$ cat config.mk
export PLATFORM = sky130hd
export DESIGN_NAME = qte_isqrt_cell
export DESIGN_NICKNAME = d
export VERILOG_FILES = /design/src/design/qte_pkg.sv /design/src/design/qte_isqrt_cell.sv
export SDC_FILE = /design/constraint.sdc
export NUM_CORES = 1
export LEC_CHECK = 0
export ABC_AREA = 0
export BUFFER_PORTS_ARGS = -buffer_cell sky130_fd_sc_hd__buf_2
export CELL_PAD_IN_SITES_DETAIL_PLACEMENT = 0
export CELL_PAD_IN_SITES_GLOBAL_PLACEMENT = 1
export CORE_ASPECT_RATIO = 1.1
export CORE_MARGIN = 2
export CORE_UTILIZATION = 34
export CTS_CLUSTER_DIAMETER = 120
export DETAILED_ROUTE_END_ITERATION = 16
export PLACE_DENSITY_LB_ADDON = 0.1
export SLEW_MARGIN = 10
export SYNTH_ARGS = -nofsm -noshare
export SYNTH_HDL_FRONTEND = slang
export SYNTH_SLANG_ARGS = --single-unit
$ cat constraint.sdc
create_clock -name clk -period 2.84 [get_ports clk]
set_clock_uncertainty 0.05 [all_clocks]
set_input_delay 0.284 -clock clk [delete_from_list [all_inputs] [get_ports clk]]
set_output_delay 0.284 -clock clk [all_outputs]
set_load 0.05 [all_outputs]
$ cat src/design/qte_pkg.sv
// Shared constants, tables and types for the quaternion to Euler angle core.
package qte_pkg;

	localparam int QTE_DATA_WIDTH    = 16;
	localparam int QTE_CORDIC_STAGES = 16;

	// CORDIC angle accumulator: pi is 2^31
	localparam int ACC_ZW = 34;
	localparam logic signed [ACC_ZW-1:0] ACC_PI = ACC_ZW'(64'sd2147483648);

	// square root unit for the pitch cosine term
	localparam int SQ_BITS = 31;
	localparam int SQ_RAD  = 2 * SQ_BITS;
	localparam int SQ_REM  = SQ_BITS + 2;
	localparam logic [SQ_BITS-1:0] SQ_ONE = SQ_BITS'(1) << 30;

	localparam logic [31:0] ATAN_TAB [32] = '{
		32'h20000000, 32'h12E4051D, 32'h09FB385B, 32'h051111D4,
		32'h028B0D43, 32'h0145D7E1, 32'h00A2F61E, 32'h00517C55,
		32'h0028BE53, 32'h00145F2E, 32'h000A2F98, 32'h000517CC,
		32'h00028BE6, 32'h000145F3, 32'h0000A2F9, 32'h0000517C,
		32'h000028BE, 32'h0000145F, 32'h00000A2F, 32'h00000517,
		32'h0000028B, 32'h00000145, 32'h000000A2, 32'h00000051,
		32'h00000028, 32'h00000014, 32'h0000000A, 32'h00000005,
		32'h00000002, 32'h00000001, 32'h00000000, 32'h00000000
	};

	typedef struct packed {
		logic               sat_pos;
		logic               sat_neg;
		logic               s_neg;
		logic [SQ_BITS-1:0] m30;
	} pitch_side_t;

	typedef struct packed {
		logic sat_pos;
		logic sat_neg;
	} pitch_sat_t;

endpackage

$ cat src/design/qte_isqrt_cell.sv
// One bit-pair step of the pipelined integer square root.
module qte_isqrt_cell
	import qte_pkg::*;
(
	input  logic               clk,
	input  logic [SQ_RAD-1:0]  v_i,
	input  logic [SQ_REM-1:0]  rem_i,
	input  logic [SQ_BITS-1:0] root_i,
	output logic [SQ_RAD-1:0]  v_o,
	output logic [SQ_REM-1:0]  rem_o,
	output logic [SQ_BITS-1:0] root_o
);

	logic [SQ_REM+1:0] rem2;
	logic [SQ_REM+1:0] trial;

	assign rem2  = {rem_i, v_i[SQ_RAD-1 -: 2]};
	assign trial = (SQ_REM+2)'({root_i, 2'b01});

	always_ff @(posedge clk) begin
		v_o <= v_i << 2;
		if (rem2 >= trial) begin
			rem_o  <= SQ_REM'(rem2 - trial);
			root_o <= {root_i[SQ_BITS-2:0], 1'b1};
		end else begin
			rem_o  <= SQ_REM'(rem2);
			root_o <= {root_i[SQ_BITS-2:0], 1'b0};
		end
	end

endmodule

Word level (Yosys, flattened, before mapping)
Index checks and enable logic that the tools add are counted.

Magnitude comparators: 1. Add/sub/neg operators: 1. Muxes and demuxes: 2.

Operator list (number): $ge 35x33->1 (1); $mux 33 (1); $sub 33x33->33 (1); $mux 1 (1).

Register bits after elaboration: 124. Output and inout port bits: 126. Logic and storage cells: 7.

Logic depth before layout (Yosys ltp)
Depth after elaboration: 2. Gate-level depth with buffers: 14.

Worst setup path after synthesis
Ideal clock, no wire load.

Path type: input -> register. From: input port root_i[30]. To: register rem_o[10]. Stages: 12. Data arrival time: 2.445 ns. Setup time: 0.121 ns. Path buffers: 3. Path slack: 0.224 ns. Data required time: 2.669 ns. Cell sequence: inv_1 ha_1 nor3b_2 nand4_1 or4_1 o21a_1 buf_6 o21a_4 buf_12 inv_12 buf_12 mux2_4.

Word-level cells in the longest chain between the ends: 2.

Ends and longest elaborated chain: start, declared (line qte_isqrt_cell.sv:8) `input logic [SQ_BITS-1:0] root_i,`; $ge 35x33->1 (line qte_isqrt_cell.sv:22) `if (rem2 >= trial) begin`; $mux 33 (line qte_isqrt_cell.sv:22); end signal, assigned (line qte_isqrt_cell.sv:23) `rem_o <= SQ_REM'(rem2 - trial);`; end signal, assigned (line qte_isqrt_cell.sv:26) `rem_o <= SQ_REM'(rem2);`; end, declared (line qte_isqrt_cell.sv:10) `output logic [SQ_REM-1:0] rem_o,`.

No other way between the ends.

Final worst setup path
From: input port root_i[20]. To: register rem_o[16].

Same word-level chain as after synthesis.

==> impl_metrics.env <==
export IMPL_nFillCells=1366
export IMPL_crit_buf_inv=5
export IMPL_maxCapViolCount=0
export IMPL_cts_tree="done"
export IMPL_gr_total_overflow=0
export IMPL_fmax_mhz=362
export IMPL_initial_core_util_pct=34.9
export IMPL_synth_cells=513
export IMPL_synthArstFlopShare_pct=0
export IMPL_netlist_area_mm2=0.00525
export IMPL_final_common_cell="buf_2"
export IMPL_io_pins=253
export IMPL_seq_area_frac_synth_pct=47.3
export IMPL_grt_max_degree=27
export IMPL_die_h_um=134
export IMPL_min_from="rem_i[5]"
export IMPL_port_buffers=250
export IMPL_cts_max_level=4
export IMPL_crit_chain="dlygate4sd3_1, buf_2, inv_1, ha_1, o21ai_4, o311ai_4, a21oi_4, o2111ai_4, a41oi_4, o21a_4, buf_6, inv_8, mux2_4"
export IMPL_wire_per_inst_um=16.1
export IMPL_crit_type="input pin to flip-flop"
export IMPL_hold_depth=2
export IMPL_placed_area_mm2=0.00679
export IMPL_cp_start_kind="input pin"
export IMPL_cp_arrival_ps=3010
export IMPL_synth_largest_area_cell="dfxtp_1"
export IMPL_rows=47
export IMPL_min_to="rem_o[7]$_DFF_P_"
export IMPL_synthTopCellsByArea="dfxtp_1 47%, ha_1 7.9%, mux2_4 5.1%"
export IMPL_n_antenna_cell=0
export IMPL_power_density_mw_per_mm2=680
export IMPL_cpLargestDelayFamily="compound AO/OA/AOI/OAI gates"
export IMPL_post_dp_hpwl_um=12800
export IMPL_synth_edf_count=0
export IMPL_drtPass1Iterations=4
export IMPL_antenna_found_initial=0
export IMPL_synth_avg_cell_area_um2=10.2
export IMPL_p_leak_uw=0.00409
export IMPL_clockBufferDepth=2
export IMPL_p_int_uw=3860
export IMPL_coreArea_mm2=0.0151
export IMPL_clk_transition_reported_paths_ps=60
export IMPL_vias=5052
export IMPL_relSlewSlack_pct=67.2
export IMPL_final_cell_mix="249 x buf_2, 124 x dfxtp_1, 90 x dlygate4sd3_1"
export IMPL_comb_power_share_pct=30.4
export IMPL_switching_share_pct=34.2
export IMPL_ir_drop_v=0.000369
export IMPL_status="finished clean"
export IMPL_pwr_share_clk_pct=36.3
export IMPL_synth_seq_cells=124
export IMPL_place_gp_congestion=0.820
export IMPL_synth_top_area_share_pct=47.3
export IMPL_stdcell_area_mm2=0.00862
export IMPL_setup_viol=0
export IMPL_drive_above_1_share_pct=42.1
export IMPL_cts_sinks=124
export IMPL_routed_wl_um=17600
export IMPL_hp_class="input pin to flip-flop"
export IMPL_grt_pass1_wl_um=25800
export IMPL_ys_types=60
export IMPL_synthFlopType="dfxtp_1"
export IMPL_worst_pin_slew_ps=479
export IMPL_nets=1050
export IMPL_area_growth_pct=64.2
export IMPL_chipWidth_um=122
export IMPL_antenna_left=0
export IMPL_cts_root_buf="clkbuf_16"
export IMPL_crit_fanout=7
export IMPL_min_period_over_period_pct=97.2
export IMPL_slowest_delay_ps=520
export IMPL_cp_end_kind="flip-flop"
export IMPL_vias_per_cell=4.60
export IMPL_grt_pass1_vias=5098
export IMPL_slowest_stage="dlygate4sd3_1"
export IMPL_finalHoldViolCount=0
export IMPL_grt_usage_pct=20.3
export IMPL_drc_errors=0
export IMPL_drtIter0Drc=179
export IMPL_fin_crit_ps=2760
export IMPL_slew_violations=0
export IMPL_cts_buffers=17
export IMPL_seqPwrFrac_pct=33.3
export IMPL_required_ps=3090
export IMPL_p_sw_uw=2000
export IMPL_holdWs_ps=59.5
export IMPL_yosysWarnings=0
export IMPL_die_area_mm2=0.0165
flip-flops by register name (all words and copies together), names as in the netlist:
signal,cells
v_o,60
rem_o,33
root_o,31
routing by layer:
layer	vias to the layer above	global-route usage [%]	share of wire, %
met5	-	0	0
met2	179	34.1	49
li1	2560	-	-
met3	13	6.25	7.1
met1	2300	24.3	43
met4	0	6.96	1.1
logic make-up (layout without fill, tap and decap cells):
group | count (synthesis) | count (layout) | synth area share (%)
AO/OA/AOI/OAI | 127 | 127 | 16.9
flip-flops | 124 | 124 | 47.3
AND/OR/NAND/NOR | 111 | 111 | 10.3
buffers and inverters | 65 | 453 | 6.36
adder cells (fa/ha/maj) | 33 | 33 | 7.86
multiplexers | 28 | 28 | 7.20
XOR/XNOR | 24 | 24 | 4.00
other | 1 | 2 | 0.0714
per-stage QoR:
stage               worst slack, ps  total power [uW]  std cells  setup TNS, ps  util [%]
floorplan                       224              3170        514              0         -
global placement               78.2              3580        968              0      45.1
detailed placement             43.9              3590        968              0      45.1
CTS                            2.07              5840       1089              0      54.9
global route                  -30.8              6120       1098           -160      57.2
finish                         79.5              5860       1098              0      57.2
synth_stat cells, drive strengths merged, types with 3 or more instances:
master	instances
nand2b	6
o2111ai	3
o31ai	6
inv	51
dfxtp	124
o211ai	11
mux2	24
a211o	4
nand4	7
a2111oi	3
a211oi	5
a21o	4
xnor2	22
nor4	5
nor2	27
and3	4
buf	12
ha	33
nor3	11
o21a	8
a21oi	41
o21bai	5
nand3	12
nand2	30
o21ai	23
mux2i	4
a221oi	3
area by class of cell:
class,instances,area (um2),area share [%]
clock inverter,13,143,1.66
timing repair buffer,369,2390,27.7
tap,196,245,2.85
sequential,124,2480,28.8
clock buffer,18,439,5.10
timing repair inverter,2,27.5,0.319
inverter,51,218,2.53
multi-input combinational,325,2680,31.0
power groups by stage:
stage,Clock [uW],Sequential [uW],Combinational (uW)
finish,2130,1950,1780
global route,2260,1970,1890
CTS,2180,1950,1710
detailed placement,0,1990,1600
global placement,0,1990,1600
floorplan,0,2600,563
worst max-delay path by stage:
stage / from / end / slack, ps / cells past startpoint
after detailed placement: root_i[1] / rem_o[22]$_DFF_P_ / 40 / 13
after floorplan: root_i[30] / rem_o[10]$_DFF_P_ / 220 / 12
after global placement: root_i[1] / rem_o[26]$_DFF_P_ / 80 / 13
after global routing: root_i[8] / rem_o[23]$_DFF_P_ / -30 / 12
after CTS: root_i[15] / rem_o[3]$_DFF_P_ / 2 / 12
final: root_i[20] / rem_o[16]$_DFF_P_ / 80 / 13
what timing repair did:
item,CTS,global route
buffers inserted,0,8
gates resized for setup,0,53
hold buffers,90,0
setup endpoints to repair,0,30
hold endpoints to repair,90,0
No activity file was read; power rests on OpenSTA's default activity.
